**src/rtl/assert_macros.svh**
```systemverilog
// Assertion macros shared by the deframer RTL.
// Every use samples on the rising edge of clock and is switched off during reset.
`ifndef ASSERT_MACROS_SVH
`define ASSERT_MACROS_SVH

// The property must hold at every sampled edge.
`define MFTD_ASSERT(name, prop, msg) \
   name: assert property (@(posedge clock) disable iff (reset) prop) \
      else $error(msg);

// The condition must never be true.
`define MFTD_ASSERT_NEVER(name, cond, msg) \
   `MFTD_ASSERT(name, !(cond), msg)

`endif

```
**src/rtl/mftd_pkg.sv**
```systemverilog
// Shared types and constants for the marked frame TLV deframer.
// No dependencies; the deframer top, parser and response stage import this package.
package mftd_pkg;

   // Frame marker, big endian on the wire
   localparam logic [31:0] FRAME_MARKER = 32'h41C9_0FD4;

   // Result kinds
   localparam logic [1:0] KIND_PAYLOAD    = 2'd0;
   localparam logic [1:0] KIND_OPTION     = 2'd1;
   localparam logic [1:0] KIND_FRAME_END  = 2'd2;
   localparam logic [1:0] KIND_BAD_MARKER = 2'd3;

   // Address family codes
   localparam logic [1:0] FAMILY_UNKNOWN = 2'd0;
   localparam logic [1:0] FAMILY_IPV4    = 2'd1;
   localparam logic [1:0] FAMILY_IPV6    = 2'd2;

   // One result item as it leaves the parser
   typedef struct packed {
      logic [1:0]  result_kind;
      logic [1:0]  address_family;
      logic [15:0] payload_len;
      logic [3:0]  option_key;
      logic [15:0] option_len;
      logic [7:0]  value_byte;
      logic [15:0] byte_index;
      logic        value_last;
      logic        frame_end;
   } rsp_data_type;

endpackage

```
**src/rtl/mftd_if.sv**
```systemverilog
// Valid/ready channel interfaces for the deframer request and response streams.
// Depends on nothing; field names follow the block's item fields.
interface mftd_req_if;
   logic       valid;
   logic       ready;
   logic [7:0] stream_byte;
   logic       connection_restart;

   modport source (output valid, output stream_byte, output connection_restart,
                   input ready);
   modport sink   (input valid, input stream_byte, input connection_restart,
                   output ready);
endinterface

interface mftd_rsp_if;
   logic        valid;
   logic        ready;
   logic [1:0]  result_kind;
   logic [1:0]  address_family;
   logic [15:0] payload_len;
   logic [3:0]  option_key;
   logic [15:0] option_len;
   logic [7:0]  value_byte;
   logic [15:0] byte_index;
   logic        value_last;
   logic        frame_end;

   modport source (output valid, output result_kind, output address_family,
                   output payload_len, output option_key, output option_len,
                   output value_byte, output byte_index, output value_last,
                   output frame_end, input ready);
   modport sink   (input valid, input result_kind, input address_family,
                   input payload_len, input option_key, input option_len,
                   input value_byte, input byte_index, input value_last,
                   input frame_end, output ready);
endinterface

```
**src/rtl/marked_frame_tlv_deframer.sv**
```systemverilog
// Marked frame TLV deframer: parses one stream byte per request and returns
// payload and option value bytes. It accepts one request every cycle while
// request ready is high; a result appears on the response channel in the cycle
// after acceptance when the output register is free, otherwise it waits in the
// skid entry behind the held one. The output register plus one skid entry let
// requests keep flowing while one response waits; request ready drops only while
// both hold results. Requests that produce no response (header, padding, option
// id and length bytes) still need a request each. There is no clearing pass
// after reset. Depends on mftd_pkg, mftd_if, mftd_parser and mftd_rsp_stage.

module marked_frame_tlv_deframer (
   input  logic       clock,
   input  logic       reset,
   mftd_req_if.sink   req_chan,
   mftd_rsp_if.source rsp_chan
);
   import mftd_pkg::*;

   logic         accept;
   logic         can_accept;
   logic         res_valid;
   rsp_data_type res_data;

   assign req_chan.ready = can_accept;
   assign accept         = req_chan.valid & can_accept;

   // Parser state and per-byte decode
   mftd_parser u_parser (
      .clock              (clock),
      .reset              (reset),
      .accept             (accept),
      .stream_byte        (req_chan.stream_byte),
      .connection_restart (req_chan.connection_restart),
      .res_valid          (res_valid),
      .res_data           (res_data)
   );

   // Response register and skid
   mftd_rsp_stage u_rsp_stage (
      .clock      (clock),
      .reset      (reset),
      .push       (accept & res_valid),
      .push_data  (res_data),
      .can_accept (can_accept),
      .rsp_chan   (rsp_chan)
   );

endmodule

```
**src/rtl/mftd_parser.sv**
```systemverilog
// Per-byte frame parser: state registers and the next-state/result logic.
// Depends on mftd_pkg and assert_macros.svh.
`include "assert_macros.svh"

module mftd_parser (
   input  logic                  clock,
   input  logic                  reset,
   input  logic                  accept,
   input  logic [7:0]            stream_byte,
   input  logic                  connection_restart,
   output logic                  res_valid,
   output mftd_pkg::rsp_data_type res_data
);
   import mftd_pkg::*;

   // Parse phases
   localparam logic [3:0] PH_HUNT    = 4'd0;
   localparam logic [3:0] PH_SIZE    = 4'd1;
   localparam logic [3:0] PH_VERS    = 4'd2;
   localparam logic [3:0] PH_PLEN    = 4'd3;
   localparam logic [3:0] PH_PAYLOAD = 4'd4;
   localparam logic [3:0] PH_PAD     = 4'd5;
   localparam logic [3:0] PH_OID     = 4'd6;
   localparam logic [3:0] PH_OLEN    = 4'd7;
   localparam logic [3:0] PH_OVAL    = 4'd8;

   typedef struct packed {
      logic [3:0]  phase;
      logic [15:0] count;
   } pad_step_type;

   // Move to padding (or straight to the next option id) after a field of length len
   function automatic pad_step_type pad_step(input logic [2:0] len);
      pad_step_type step;
      logic [2:0]   pad;
      pad = 3'd0 - len;
      if (pad == 3'd0) begin
         step.phase = PH_OID;
         step.count = '0;
      end else begin
         step.phase = PH_PAD;
         step.count = {13'd0, pad};
      end
      return step;
   endfunction

   // Known option ids map to a compact key, anything else is unknown
   function automatic logic [3:0] key_code(input logic [31:0] id);
      logic [31:0] rel;
      rel = id - 32'd196;
      if (id >= 32'd1 && id <= 32'd4) begin
         return 4'(id - 32'd1);
      end else if (id >= 32'd200 && id <= 32'd206) begin
         return rel[3:0];
      end else begin
         return 4'd11;
      end
   endfunction

   logic [3:0]  phase_ff,  phase_in;
   logic [31:0] marker_ff, marker_in;
   logic [15:0] count_ff,  count_in;
   logic [15:0] remain_ff, remain_in;
   logic [15:0] plen_ff,   plen_in;
   logic [31:0] oid_ff,    oid_in;
   logic [31:0] olen_ff,   olen_in;
   logic [1:0]  family_ff, family_in;
   logic        drop_ff,   drop_in;

   logic        data;
   logic        fin;
   logic        last;
   logic        bad;
   logic [1:0]  kind;
   logic [3:0]  key;
   logic [15:0] olen_out;
   logic [15:0] idx;
   logic [15:0] remain_dec;
   logic [15:0] total;
   logic [31:0] olen_shift;
   logic [31:0] olen_clip;
   pad_step_type step;

   // Next state and result for the byte at the input
   always_comb begin
      phase_in   = phase_ff;
      marker_in  = marker_ff;
      count_in   = count_ff;
      remain_in  = remain_ff;
      plen_in    = plen_ff;
      oid_in     = oid_ff;
      olen_in    = olen_ff;
      family_in  = family_ff;
      drop_in    = drop_ff;
      data       = 1'b0;
      fin        = 1'b0;
      last       = 1'b0;
      bad        = 1'b0;
      kind       = KIND_PAYLOAD;
      key        = '0;
      olen_out   = '0;
      idx        = '0;
      remain_dec = remain_ff - 16'd1;
      total      = remain_ff | {8'd0, stream_byte};
      olen_shift = {olen_ff[23:0], stream_byte};
      olen_clip  = (olen_shift > {16'd0, remain_dec}) ? {16'd0, remain_dec} : olen_shift;
      step       = pad_step(3'd0);

      if (connection_restart) begin
         phase_in  = PH_HUNT;
         marker_in = '0;
         count_in  = '0;
         remain_in = '0;
         plen_in   = '0;
         oid_in    = '0;
         olen_in   = '0;
         family_in = FAMILY_UNKNOWN;
         drop_in   = 1'b0;
      end else if (!drop_ff) begin
         if (phase_ff == PH_HUNT) begin
            // Marker hunt: four bytes, then match or give up on the connection
            marker_in = {marker_ff[23:0], stream_byte};
            count_in  = count_ff + 16'd1;
            if (count_ff >= 16'd3) begin
               count_in = '0;
               if (marker_in == FRAME_MARKER) begin
                  phase_in  = PH_SIZE;
                  plen_in   = '0;
                  oid_in    = '0;
                  olen_in   = '0;
                  family_in = FAMILY_UNKNOWN;
               end else begin
                  drop_in = 1'b1;
                  bad     = 1'b1;
               end
            end
         end else if (phase_ff == PH_SIZE) begin
            // Frame size, two bytes; it counts itself too
            if (count_ff == 16'd0) begin
               remain_in = {stream_byte, 8'd0};
               count_in  = 16'd1;
            end else if (total > 16'd2) begin
               remain_in = total - 16'd2;
               phase_in  = PH_VERS;
               count_in  = '0;
            end else begin
               fin = 1'b1;
            end
         end else begin
            remain_in = remain_dec;
            fin       = (remain_dec == 16'd0);
            unique case (phase_ff)
               PH_VERS: begin
                  count_in = count_ff + 16'd1;
                  if (count_ff >= 16'd3) begin
                     phase_in = PH_PLEN;
                     count_in = '0;
                  end
               end
               PH_PLEN: begin
                  plen_in  = {plen_ff[7:0], stream_byte};
                  count_in = count_ff + 16'd1;
                  if (count_ff >= 16'd1) begin
                     count_in = '0;
                     if (plen_in == 16'd0) begin
                        step     = pad_step(3'd0);
                        phase_in = step.phase;
                        count_in = step.count;
                     end else begin
                        phase_in = PH_PAYLOAD;
                     end
                  end
               end
               PH_PAYLOAD: begin
                  idx = count_ff;
                  if (count_ff == 16'd0) begin
                     if (stream_byte[7:4] == 4'd4) begin
                        family_in = FAMILY_IPV4;
                     end else if (stream_byte[7:4] == 4'd6) begin
                        family_in = FAMILY_IPV6;
                     end else begin
                        family_in = FAMILY_UNKNOWN;
                     end
                  end
                  data     = 1'b1;
                  kind     = KIND_PAYLOAD;
                  last     = (({1'b0, count_ff} + 17'd1) == {1'b0, plen_ff});
                  count_in = count_ff + 16'd1;
                  if (last) begin
                     step     = pad_step(plen_ff[2:0]);
                     phase_in = step.phase;
                     count_in = step.count;
                  end
               end
               PH_PAD: begin
                  count_in = count_ff - 16'd1;
                  if (count_in == 16'd0) begin
                     phase_in = PH_OID;
                  end
               end
               PH_OID: begin
                  oid_in   = {oid_ff[23:0], stream_byte};
                  count_in = count_ff + 16'd1;
                  if (count_ff >= 16'd3) begin
                     phase_in = PH_OLEN;
                     count_in = '0;
                  end
               end
               PH_OLEN: begin
                  olen_in  = olen_shift;
                  count_in = count_ff + 16'd1;
                  if (count_ff >= 16'd3) begin
                     // Clip the value to what is left of the frame
                     olen_in  = olen_clip;
                     count_in = '0;
                     if (olen_clip == 32'd0) begin
                        step     = pad_step(3'd0);
                        phase_in = step.phase;
                        count_in = step.count;
                     end else begin
                        phase_in = PH_OVAL;
                     end
                  end
               end
               default: begin
                  // Option value bytes
                  idx      = count_ff;
                  data     = 1'b1;
                  kind     = KIND_OPTION;
                  key      = key_code(oid_ff);
                  olen_out = olen_ff[15:0];
                  last     = (({16'd0, count_ff} + 32'd1) == olen_ff);
                  count_in = count_ff + 16'd1;
                  if (last) begin
                     step     = pad_step(olen_ff[2:0]);
                     phase_in = step.phase;
                     count_in = step.count;
                  end
               end
            endcase
         end

         // Frame boundary wins over everything else
         if (fin) begin
            phase_in  = PH_HUNT;
            marker_in = '0;
            count_in  = '0;
            remain_in = '0;
         end
      end
   end

   // Result assembly
   always_comb begin
      res_valid = data | fin | bad;
      res_data  = '0;
      if (bad) begin
         res_data.result_kind = KIND_BAD_MARKER;
      end else begin
         res_data.result_kind    = data ? kind : KIND_FRAME_END;
         res_data.address_family = family_in;
         res_data.payload_len    = plen_in;
         res_data.frame_end      = fin;
         if (data) begin
            res_data.option_key = key;
            res_data.option_len = olen_out;
            res_data.value_byte = stream_byte;
            res_data.byte_index = idx;
            res_data.value_last = last | fin;
         end
      end
   end

   // Control state
   always_ff @(posedge clock) begin
      if (reset) begin
         phase_ff  <= PH_HUNT;
         marker_ff <= '0;
         count_ff  <= '0;
         remain_ff <= '0;
         plen_ff   <= '0;
         oid_ff    <= '0;
         olen_ff   <= '0;
         family_ff <= FAMILY_UNKNOWN;
         drop_ff   <= 1'b0;
      end else if (accept) begin
         phase_ff  <= phase_in;
         marker_ff <= marker_in;
         count_ff  <= count_in;
         remain_ff <= remain_in;
         plen_ff   <= plen_in;
         oid_ff    <= oid_in;
         olen_ff   <= olen_in;
         family_ff <= family_in;
         drop_ff   <= drop_in;
      end
   end

   `MFTD_ASSERT(a_drop_freezes, (drop_ff && accept && !connection_restart) |=> ($stable(phase_ff) && $stable(count_ff) && $stable(marker_ff)), "parser moved while dropping")
   `MFTD_ASSERT(a_bad_sets_drop, (accept && res_valid && res_data.result_kind == KIND_BAD_MARKER) |=> drop_ff, "bad marker did not set drop")
   `MFTD_ASSERT(a_pad_range, (phase_ff == PH_PAD) |-> (count_ff != 16'd0 && count_ff < 16'd8), "pad count out of range")

endmodule

```
**src/rtl/mftd_rsp_stage.sv**
```systemverilog
// Response output register with one skid entry, so the parser keeps taking
// bytes while a result waits. Depends on mftd_pkg, mftd_if and assert_macros.svh.
`include "assert_macros.svh"

module mftd_rsp_stage (
   input  logic                  clock,
   input  logic                  reset,
   input  logic                  push,
   input  mftd_pkg::rsp_data_type push_data,
   output logic                  can_accept,
   mftd_rsp_if.source            rsp_chan
);
   import mftd_pkg::*;

   logic         out_valid_ff,  out_valid_in;
   logic         skid_valid_ff, skid_valid_in;
   rsp_data_type out_data_ff,   out_data_in;
   rsp_data_type skid_data_ff,  skid_data_in;
   logic         take;

   assign take       = out_valid_ff & rsp_chan.ready;
   assign can_accept = ~skid_valid_ff;

   // Fill order: output register first, skid only when the output is stuck
   always_comb begin
      out_valid_in  = out_valid_ff;
      skid_valid_in = skid_valid_ff;
      out_data_in   = out_data_ff;
      skid_data_in  = skid_data_ff;
      if (take) begin
         out_valid_in = 1'b0;
      end
      if (take && skid_valid_ff) begin
         out_valid_in  = 1'b1;
         out_data_in   = skid_data_ff;
         skid_valid_in = 1'b0;
      end else if (push && (!out_valid_ff || take)) begin
         out_valid_in = 1'b1;
         out_data_in  = push_data;
      end else if (push) begin
         skid_valid_in = 1'b1;
         skid_data_in  = push_data;
      end
   end

   always_ff @(posedge clock) begin
      if (reset) begin
         out_valid_ff  <= 1'b0;
         skid_valid_ff <= 1'b0;
      end else begin
         out_valid_ff  <= out_valid_in;
         skid_valid_ff <= skid_valid_in;
      end
   end

   always_ff @(posedge clock) begin
      out_data_ff  <= out_data_in;
      skid_data_ff <= skid_data_in;
   end

   assign rsp_chan.valid          = out_valid_ff;
   assign rsp_chan.result_kind    = out_data_ff.result_kind;
   assign rsp_chan.address_family = out_data_ff.address_family;
   assign rsp_chan.payload_len    = out_data_ff.payload_len;
   assign rsp_chan.option_key     = out_data_ff.option_key;
   assign rsp_chan.option_len     = out_data_ff.option_len;
   assign rsp_chan.value_byte     = out_data_ff.value_byte;
   assign rsp_chan.byte_index     = out_data_ff.byte_index;
   assign rsp_chan.value_last     = out_data_ff.value_last;
   assign rsp_chan.frame_end      = out_data_ff.frame_end;

   `MFTD_ASSERT_NEVER(a_skid_alone, skid_valid_ff && !out_valid_ff, "skid holds a result ahead of output")
   `MFTD_ASSERT(a_skid_holds, (skid_valid_ff && !take) |=> (skid_valid_ff && $stable(skid_data_ff)), "skid entry lost or changed")
   `MFTD_ASSERT_NEVER(a_push_when_full, push && skid_valid_ff, "result pushed into a full stage")

endmodule
```
**src/flat_wrapper.sv**
```systemverilog
// flat-port wrapper written by rule: the top's interface ports become plain ports
module marked_frame_tlv_deframer_flat import mftd_pkg::*;
  (clock, reset, req_chan_valid, req_chan_stream_byte, req_chan_connection_restart, req_chan_ready, rsp_chan_valid, rsp_chan_result_kind, rsp_chan_address_family, rsp_chan_payload_len, rsp_chan_option_key, rsp_chan_option_len, rsp_chan_value_byte, rsp_chan_byte_index, rsp_chan_value_last, rsp_chan_frame_end, rsp_chan_ready);
  mftd_req_if req_chan_i ();
  mftd_rsp_if rsp_chan_i ();
  input  logic clock;
  input  logic reset;
  input wire logic [$bits(req_chan_i.valid)-1:0] req_chan_valid;
  input wire logic [$bits(req_chan_i.stream_byte)-1:0] req_chan_stream_byte;
  input wire logic [$bits(req_chan_i.connection_restart)-1:0] req_chan_connection_restart;
  output wire logic [$bits(req_chan_i.ready)-1:0] req_chan_ready;
  output wire logic [$bits(rsp_chan_i.valid)-1:0] rsp_chan_valid;
  output wire logic [$bits(rsp_chan_i.result_kind)-1:0] rsp_chan_result_kind;
  output wire logic [$bits(rsp_chan_i.address_family)-1:0] rsp_chan_address_family;
  output wire logic [$bits(rsp_chan_i.payload_len)-1:0] rsp_chan_payload_len;
  output wire logic [$bits(rsp_chan_i.option_key)-1:0] rsp_chan_option_key;
  output wire logic [$bits(rsp_chan_i.option_len)-1:0] rsp_chan_option_len;
  output wire logic [$bits(rsp_chan_i.value_byte)-1:0] rsp_chan_value_byte;
  output wire logic [$bits(rsp_chan_i.byte_index)-1:0] rsp_chan_byte_index;
  output wire logic [$bits(rsp_chan_i.value_last)-1:0] rsp_chan_value_last;
  output wire logic [$bits(rsp_chan_i.frame_end)-1:0] rsp_chan_frame_end;
  input wire logic [$bits(rsp_chan_i.ready)-1:0] rsp_chan_ready;
  assign req_chan_i.valid = req_chan_valid;
  assign req_chan_i.stream_byte = req_chan_stream_byte;
  assign req_chan_i.connection_restart = req_chan_connection_restart;
  assign req_chan_ready = req_chan_i.ready;
  assign rsp_chan_valid = rsp_chan_i.valid;
  assign rsp_chan_result_kind = rsp_chan_i.result_kind;
  assign rsp_chan_address_family = rsp_chan_i.address_family;
  assign rsp_chan_payload_len = rsp_chan_i.payload_len;
  assign rsp_chan_option_key = rsp_chan_i.option_key;
  assign rsp_chan_option_len = rsp_chan_i.option_len;
  assign rsp_chan_value_byte = rsp_chan_i.value_byte;
  assign rsp_chan_byte_index = rsp_chan_i.byte_index;
  assign rsp_chan_value_last = rsp_chan_i.value_last;
  assign rsp_chan_frame_end = rsp_chan_i.frame_end;
  assign rsp_chan_i.ready = rsp_chan_ready;
  marked_frame_tlv_deframer u_core (.clock(clock), .reset(reset), .req_chan(req_chan_i), .rsp_chan(rsp_chan_i));
endmodule
```
**config.mk**
```make
export PLATFORM = sky130hd
export DESIGN_NAME = marked_frame_tlv_deframer_flat
export DESIGN_NICKNAME = d
export VERILOG_FILES = /design/src/rtl/mftd_pkg.sv /design/src/rtl/mftd_if.sv /design/src/rtl/marked_frame_tlv_deframer.sv /design/src/rtl/mftd_parser.sv /design/src/rtl/mftd_rsp_stage.sv /design/src/flat_wrapper.sv
export VERILOG_INCLUDE_DIRS = /design/src /design/src/rtl
export SDC_FILE = /design/constraint.sdc
export NUM_CORES = 1
export LEC_CHECK = 0
export BUFFER_PORTS_ARGS = -buffer_cell sky130_fd_sc_hd__buf_4
export CORE_MARGIN = 4
export CORE_UTILIZATION = 65
export DETAILED_ROUTE_END_ITERATION = 10
export PLACE_DENSITY = 0.83
export SYNTH_ARGS = -nofsm -noshare
export SYNTH_HDL_FRONTEND = slang
export SYNTH_SLANG_ARGS = --single-unit
```
**constraint.sdc**
```tcl
create_clock -name clock -period 18.2 [get_ports clock]
set_input_delay 0.91 -clock clock [delete_from_list [all_inputs] [get_ports clock]]
set_output_delay 0.91 -clock clock [all_outputs]
set_load 0.02 [all_outputs]
```
==> results list, run 1 <==
- Run status: complete, no violations
- Total detailed-routing wirelength: 48000 µm
* Initial antenna violation count: 2
* Clock period minus final worst setup slack: just over 5 ns
- Summing all non-filler instances in the final layout gives an area of 17000 µm².
- The total overflow left after global routing is 0.
* Top FF cell, synth: sky130_fd_sc_hd__dfxtp_1
- In this run the critical register-to-register path is launched from u_core.u_parser.count_ff[0].
- Final weighted congestion in routability-driven placement: about 1.0
* Count of different cell masters after synthesis: 93
- Overall power consumption after layout is estimated at between 0.001 and 0.0015 W.
- Buffer levels on the longest clock path: 3
- Buffers added to address setup during post-CTS repair amount to 0.
* Worst hold path endpoint: u_core.u_parser.oid_ff[24]
- Averaged over all synthesized cells, the footprint is approximately 9.1 µm².
- IR analysis of the VDD net gives a maximum drop of 81.7 µV.
* DR WL/cell: 23.6 µm
- Fill count: roughly 1800
* Number of sinks driven by the clock tree: around 280
* Pin count of the biggest net entering global routing: 70
- The analysis attributes to cell leakage a power of 6.20 nW.
- Power per cell area: between 80 and 90 nW/µm²
* Syn Inst Count: between 1500 and 2000
* Sequential share of the synthesized area: 44.6%
- Number of flip-flops and latches in the synthesized netlist: approximately 280
- In this run the remaining antenna-violating nets after routing total 0.
- Switching part of the total: between 20% and 30%
- Die area: between 20000 and 30000 µm²
* Most common cell after layout, fill and taps aside: sky130_fd_sc_hd__nand2_1
- Maximum frequency from static timing analysis: 195 MHz
* Via count of the routed design: roughly 14000
- Transition time at the pin with the least slew margin: approximately 1.2 ns
- CP Data Required Time: ~18 ns
- Area share of the largest cell type after synthesis: ~26%
* Hold Path Cell Cnt: 2
- The via count of the first global-routing pass was between 10000 and 15000.
- Path category of the worst min-delay check: reg2reg
- Utilization after layout: 72.7%
* Count of cells resized by post-cts repair: 0
- Synth warnings: 0
- In this run the count of I/O pins placed on the die edge is between 80 and 90.
- CTS built an H-tree with a depth of 1.
* Number of buffers added to fix hold violations after cts: 0
- GRT Resource Usage Total: between 30 and 40%
- The worst register-to-register path ends at u_core.u_rsp_stage.skid_data_ff[13].
- The initial utilization of the core area, before any placement, comes to around two thirds.
- Part of the total power dissipated in sequential elements: a little under half
- Part of the power in the clock network: 44.4%
- After floorplanning, the core was sized to cover ~23000 µm².
- Number of hold-slack violations in the final timing report: 0
- The internal power of the cells totals around 0.0011 W.
- Final Max Slew Viols: 0
- Chip width: around 160 µm
* Area overhead of the layout relative to synthesis: 10.5%
* Number of max-cap violations: 0
* Dpl cell area: 16000 µm²
- Maximum fanout along the worst path: 66
- Clock-pin slew on the worst setup and hold paths: about 0.07 ns
- TritonCTS built the clock tree.
- Gate power share: about 8.5%
- The die is around 160 µm tall.
- In the post-synthesis netlist, the biggest area contributors are sky130_fd_sc_hd__edfxtp_1 (26%), sky130_fd_sc_hd__dfxtp_1 (19%), sky130_fd_sc_hd__nand2_1 (4.9%).
* Num CTS Buffers: 28
* Tightest slew margin relative to the limit: 17.1%
- Net Sw Power: approximately 0.00034 W
- Hold timing on the final database bottoms out at a slack of between 0.4 and 0.5 ns.
- Commonest cells after routing, fill and taps aside: sky130_fd_sc_hd__nand2_1 (199), sky130_fd_sc_hd__nor2_1 (183), sky130_fd_sc_hd__dfxtp_1 (145)
- Share of post-route cells with drive strength above 1: approximately an eighth
* Final Setup Violations: 0
* Wire length of the first global-routing pass: ~74000 µm
- Number of rows created at floorplan: 56
- Residual DRC: 0
- sky130_fd_sc_hd__edfxtp_1 takes more of the synthesized area than any other cell.
* Worst EP arrival: about 5.3 ns
- Internal reg-to-reg setup slack: approximately 13 ns
* Detail Placement HPWL: 32700 µm
* Setup repair after global routing missed its margin: false
- Syn Std Cell Area: 15400 µm²
* Startpoint of the worst hold path: u_core.u_parser.oid_ff[24]
* Depth of the worst register-to-register path: 11
* Clock tree root buffer cell: sky130_fd_sc_hd__clkbuf_16
- STA classifies the critical path startpoint as a flip-flop.
- After layout, the worst path uses between 20% and 30% of the clock period.
- The detailed router finished its first iteration with ~1600 violations.
- Total negative slack for setup checks: 0 ns
- Final-stage net count: 1736
- Ys async rst share: 0%
- Synthesis produced a netlist with a net count of between 1500 and 2000.
- In the routed layout, each cell is associated on average with a via count of about 6.8.
- For this run, the detailed router's first-pass iteration total came to 8.
- The setup path with the least slack is of type reg2reg.
- Between clock sinks in the finished design, the worst skew comes to about 0.013 ns.
- The count of buffers added on input and output ports is 80.
- STA classifies the critical path endpoint as a flip-flop.
* Later-pin clock latency in the skew report: roughly 0.57 ns
* Number of synthesized flops with an enable pin: approximately 130
[stage by stage]
stage	setup WS, ns	cells
2_1_floorplan	10.59	1698
3_3_place_gp	13.63	1980
3_5_place_dp	13.41	1980
4_1_cts	13.35	2031
5_1_grt	12.97	2031
6_report	13.07	2032
[synth_stat cells, drive strengths merged (8+ instances only)]
master	number
a21oi	87
o21ai	57
or4	13
o31ai	26
buf	30
a211oi	13
nand3	67
xnor2	52
edfxtp	132
o22ai	10
a22oi	85
mux2	36
or2	8
nor3	46
and2	30
or3	14
xor2	17
and3	29
a21o	9
nor2b	17
nor2	185
ha	32
nand2b	16
nor4	43
inv	30
nand2	199
nand4	30
dfxtp	145
and4	8
clkbuf	107
a32oi	9
o211ai	14
[area by class of cell]
| cell class | instances | area (µm²) | area share, % |
|---|---|---|---|
| timing repair buffer | 100 | 751 | 4.41 |
| sequential | 277 | 6870 | 40.3 |
| tap | 319 | 399 | 2.35 |
| clock inverter | 17 | 264 | 1.55 |
| antenna | 1 | 2.50 | 0.0147 |
| multi-input combinational | 1254 | 7900 | 46.4 |
| clock buffer | 34 | 723 | 4.25 |
| inverter | 30 | 113 | 0.662 |
[kinds of logic after synthesis]
logic type                 synth area share (%)
DFF                                        44.6
buffers and inverters                      4.45
xor gates and xnor gates                   4.61
AOI/OAI and AO/OA                          16.7
adders and majority gates                  2.60
muxes                                      3.09
and+or+nand+nor                            23.9
[critical path, cell delays in order (launching register included)]
cell and delay, ns:
sky130_fd_sc_hd__dfxtp_1 0.78, sky130_fd_sc_hd__inv_1 0.27, sky130_fd_sc_hd__ha_1 0.43, sky130_fd_sc_hd__nor3b_1 0.23, sky130_fd_sc_hd__nand3_2 0.24, sky130_fd_sc_hd__or2_0 0.61, sky130_fd_sc_hd__and3_4 0.33, sky130_fd_sc_hd__a41oi_4 0.07
sky130_fd_sc_hd__nor4_1 0.52, sky130_fd_sc_hd__o31ai_1 0.29, sky130_fd_sc_hd__nor3_2 0.20, sky130_fd_sc_hd__buf_4 0.73
[how the worst max path moves through the flow]
stage                                      startpoint                             endpoint  slack, ns
final                     u_core.u_parser.count_ff[0]  u_core.u_rsp_stage.skid_data_ff[13]      13.07
after global routing      u_core.u_parser.count_ff[0]  u_core.u_rsp_stage.skid_data_ff[16]      12.97
after CTS                 u_core.u_parser.count_ff[0]  u_core.u_rsp_stage.skid_data_ff[13]      13.35
after detailed placement  u_core.u_parser.count_ff[0]  u_core.u_rsp_stage.skid_data_ff[12]      13.41
after global placement    u_core.u_parser.count_ff[0]         u_core.u_parser.count_ff[11]      13.63
after floorplan               req_chan_stream_byte[2]   u_core.u_rsp_stage.skid_data_ff[0]      10.59
[layer usage]
layer | up-vias | track usage (%) | wire (µm)
li1 | 6220 | - | -
met1 | 6617 | 46.2 | 18100
met2 | 864 | 58.5 | 22300
met3 | 192 | 5.76 | 5060
met5 | - | 0 | 0
met4 | 0 | 16.1 | 2490
[state kept, by name, indices dropped and copies added, names as in the netlist, 4 cells and up]
name	flops
u_core.u_parser.oid_ff	32
u_core.u_rsp_stage.rsp_chan.option_key	4
u_core.u_parser.count_ff	16
u_core.u_rsp_stage.rsp_chan.option_len	16
u_core.u_rsp_stage.rsp_chan.byte_index	16
u_core.u_rsp_stage.skid_data_ff	66
u_core.u_rsp_stage.rsp_chan.value_byte	8
u_core.u_parser.phase_ff	4
u_core.u_parser.marker_ff	24
u_core.u_parser.olen_ff	32
u_core.u_parser.remain_ff	16
u_core.u_rsp_stage.rsp_chan.payload_len	16
u_core.u_parser.plen_ff	16
[power groups by stage]
stage / logic [W] / registers, W / clock network (W)
floorplan: 0.0000840 / 0.000666 / 0
global placement: 0.000113 / 0.000669 / 0
detailed placement: 0.000115 / 0.000669 / 0
CTS: 0.000115 / 0.000656 / 0.000625
global route: 0.000127 / 0.000656 / 0.000652
finish: 0.000118 / 0.000656 / 0.000618
Power figures use the tool's default switching activity.
==> inputs of run 2 (changes only) <==
CORE_UTILIZATION = 62   (was 65)
PLACE_DENSITY = 0.8   (was 0.83)
clock period = 5.4 ns   (was 18.2 ns; I/O delays follow)
==> results list, run 2 (same netlist as run 1, synthesis figures left out) <==
* Run status: complete, no violations
- Tightest slew margin relative to the limit: between 10% and 20%
* Depth of the worst register-to-register path: 13
- In this design, the stage delay of the slowest critical-path cell is about 0.7 ns.
- For the pin with the worst max-slew slack, the measured transition is roughly 1.2 ns.
- The path class of the tightest hold or removal check is in2reg.
* H-tree lvl count: 1
* Power consumption: approximately 0.0046 W
* Multi-input combinational cell area: 7910 µm²
* Part of the total power dissipated in sequential elements: between 40% and 50%
- In this run the count of I/O pins placed on the die edge is just over 80.
* Area inside the core boundary: about 24000 µm²
- Area overhead of the layout relative to synthesis: 10.9%
- Summed over all cells, the static leakage comes to approximately 6.3 nW.
* Routed Antenna Nets: 0
- The internal power of the cells totals 0.00350 W.
* Via count of the routed design: between 10000 and 15000
- Maximum fanout along the worst path: 66
* Clock tree root buffer cell: sky130_fd_sc_hd__clkbuf_16
- Data on the critical path is required at its endpoint by about 5.6 ns.
- Num CTS Buffers: 29
* Die area: about 27000 µm²
* Detail Placement HPWL: between 30000 and 40000 µm
- # port buffers: 80
- Total detailed-routing wirelength: 46100 µm
* Most common cell after layout, fill and taps aside: sky130_fd_sc_hd__nand2_1
* Library cell appearing most often on the critical path: sky130_fd_sc_hd__buf_4
- Part of the power in the clock network: around 44%
- Footprint of the flip-flops and latches: 6870 µm²
- Number of max-cap violations: 0
* Number of hold-slack violations in the final timing report: 0
- For this configuration, the core starts out at a cell density of a little over three fifths.
- After filler insertion, the fill cell instance count of the layout stands at slightly below 2000.
- Ranked by flip-flop count, first place goes to u_core.u_rsp_stage.skid_data_ff.
- Number of sinks driven by the clock tree: 277
- In the final routed layout, each cell accounts on average for approximately 23 µm.
- The die is 166 µm wide.
- Iteration-0 DRC count of the detailed router: between 1500 and 2000
- Cell-by-cell listing of the critical path: inv_1 > ha_1 > nor3b_1 > buf_4 > nand3_2 > or2_0 > and3_4 > a41oi_4 > nor4_1 > o31ai_1 > buf_4 > a2bb2oi_4 > buf_4
- Setup repair after global routing left no endpoint under its margin.
- Antenna diodes: 0
- Along the worst hold path, the cell count comes to 3.
* Net Sw Power: between 0.001 and 0.0015 W
- Routability-driven placement finished with a final weighted congestion of 1.02.
* Number of buffers added to fix hold violations after cts: 0
* Later-pin clock latency in the skew report: roughly 0.57 ns
- Counting tap cells, the placed design contains a total of approximately 2000 instances.
* Number of rows created at floorplan: 57
* Post-route non-filler standard cell count: around 2000
* Startpoint types: flip-flop
- Data on the critical path arrives at its endpoint at 5.11 ns.
* Max FFs per register: 66
- Drt first pass iters: 6
- Post-CTS setup buffer count: 0
* Buffer levels on the longest clock path: 3
- Count of cells resized by post-cts repair: 0
- Cells with a size suffix above 1 make up between 10% and 20% of the layout.
* Wire length of the first global-routing pass: 71000 µm
* Worst slack at placement: around 0.65 ns
* Initial antenna violation count: 0
- Final worst path period share: about nine tenths
- Final Max Slew Viols: 0
* DIE HEIGHT: around 170 µm
- Net switching is 24.4% of the power.
- Counting I/O delays and the setup requirement, the final critical path takes 4.93 ns.
- The setup check on the worst reg-to-reg path leaves a slack of approximately 0.47 ns.
- Gate power share: under 10%
* Pin count of the biggest net entering global routing: 91
- Commonest cells after routing, fill and taps aside: sky130_fd_sc_hd__nand2_1 (199), sky130_fd_sc_hd__nor2_1 (183), sky130_fd_sc_hd__dfxtp_1 (145)
* Utilization after layout: between 70 and 80%
- Final-stage net count: ~1700
* Vias per inst: approximately 6.7
- Critical setup path kind: reg2reg
- The via count of the first global-routing pass is around 13000.
- Worst clock skew: roughly 0.023 ns
- Total negative slack for setup checks: 0 ns
- Largest registers: u_core.u_rsp_stage.skid_data_ff (66), u_core.u_parser.oid_ff (32), u_core.u_parser.olen_ff (32)
- Clock-pin slew was measured on the worst setup and hold paths at 0.06 ns.
- Maximum frequency from static timing analysis: between 200 and 250 MHz
- Total grt overflow: 0
* Slowest cell on the critical path: sky130_fd_sc_hd__dfxtp_1
* GRT Resource Usage Total: about a third
* Setup ws final: ~0.47 ns
- Residual DRC: 0
- Crit path capture type: flip-flop
- Maximum ir drop on the vdd rail: 285 µV
* Final Setup Violations: 0
* Power per cell area: approximately 270 nW/µm²
* Clock tree from TritonCTS: built
==> run 2: cell count changes in the layout (fill, tap and decap cells not counted), sizes merged <==
cell and change:
buf +8, bufinv -4, clkbuf +8, clkinv -1
clkinvlp -4, diode -1, inv +2
==> run 2: power groups by stage <==
stage	logic [W]	clock network [W]	registers [W]
global placement	0.000380	0	0.00225
global route	0.000429	0.00213	0.00221
finish	0.000396	0.00203	0.00221
CTS	0.000388	0.00205	0.00221
floorplan	0.000283	0	0.00224
detailed placement	0.000387	0	0.00225
==> run 2: final cells by class <==
cell class,instances,area share [%]
inverters,30,0.660
flip-flops and latches,277,40.2
multi-input cells,1254,46.3
clock inverters,10,0.762
clock buffers,42,4.92
well taps,324,2.37
repair buffers,108,4.75
==> run 2: path summary, 6_finish.rpt <==
kind | startpoint | end
max | u_core.u_parser.count_ff[0] | u_core.u_rsp_stage.rsp_chan.payload_len[12]
min | req_chan_stream_byte[0] | u_core.u_parser.oid_ff[0]
max reg2reg | u_core.u_parser.count_ff[0] | u_core.u_rsp_stage.rsp_chan.payload_len[12]
min reg2reg | u_core.u_parser.oid_ff[29] | u_core.u_parser.oid_ff[29]
==> run 2: critical path, delay by kind of cell (launching register included) <==
family / cells / cell delay (ns)
simple gates: 5 / 1.73
buf+inv: 4 / 1.31
flops: 1 / 0.72
fa+ha+maj: 1 / 0.41
compound gates: 3 / 0.30
==> run 2: stage by stage <==
stage / cell area, µm² / hold slack (ns)
5_1_grt: 17100 / 0.0898
3_3_place_gp: 16100 / 0.439
3_5_place_dp: 16100 / 0.452
2_1_floorplan: 15400 / 0.432
6_report: 17100 / 0.0758
4_1_cts: 17100 / 0.0549
==> run 2: per-layer routing <==
metal / track usage [%] / routed length [µm] / vias to the layer above
met5: 0 / 0 / -
met4: 13.0 / 1940 / 0
met3: 5.39 / 4230 / 145
met2: 53.4 / 21300 / 689
met1: 44.0 / 18600 / 6527
li1: - / - / 6251
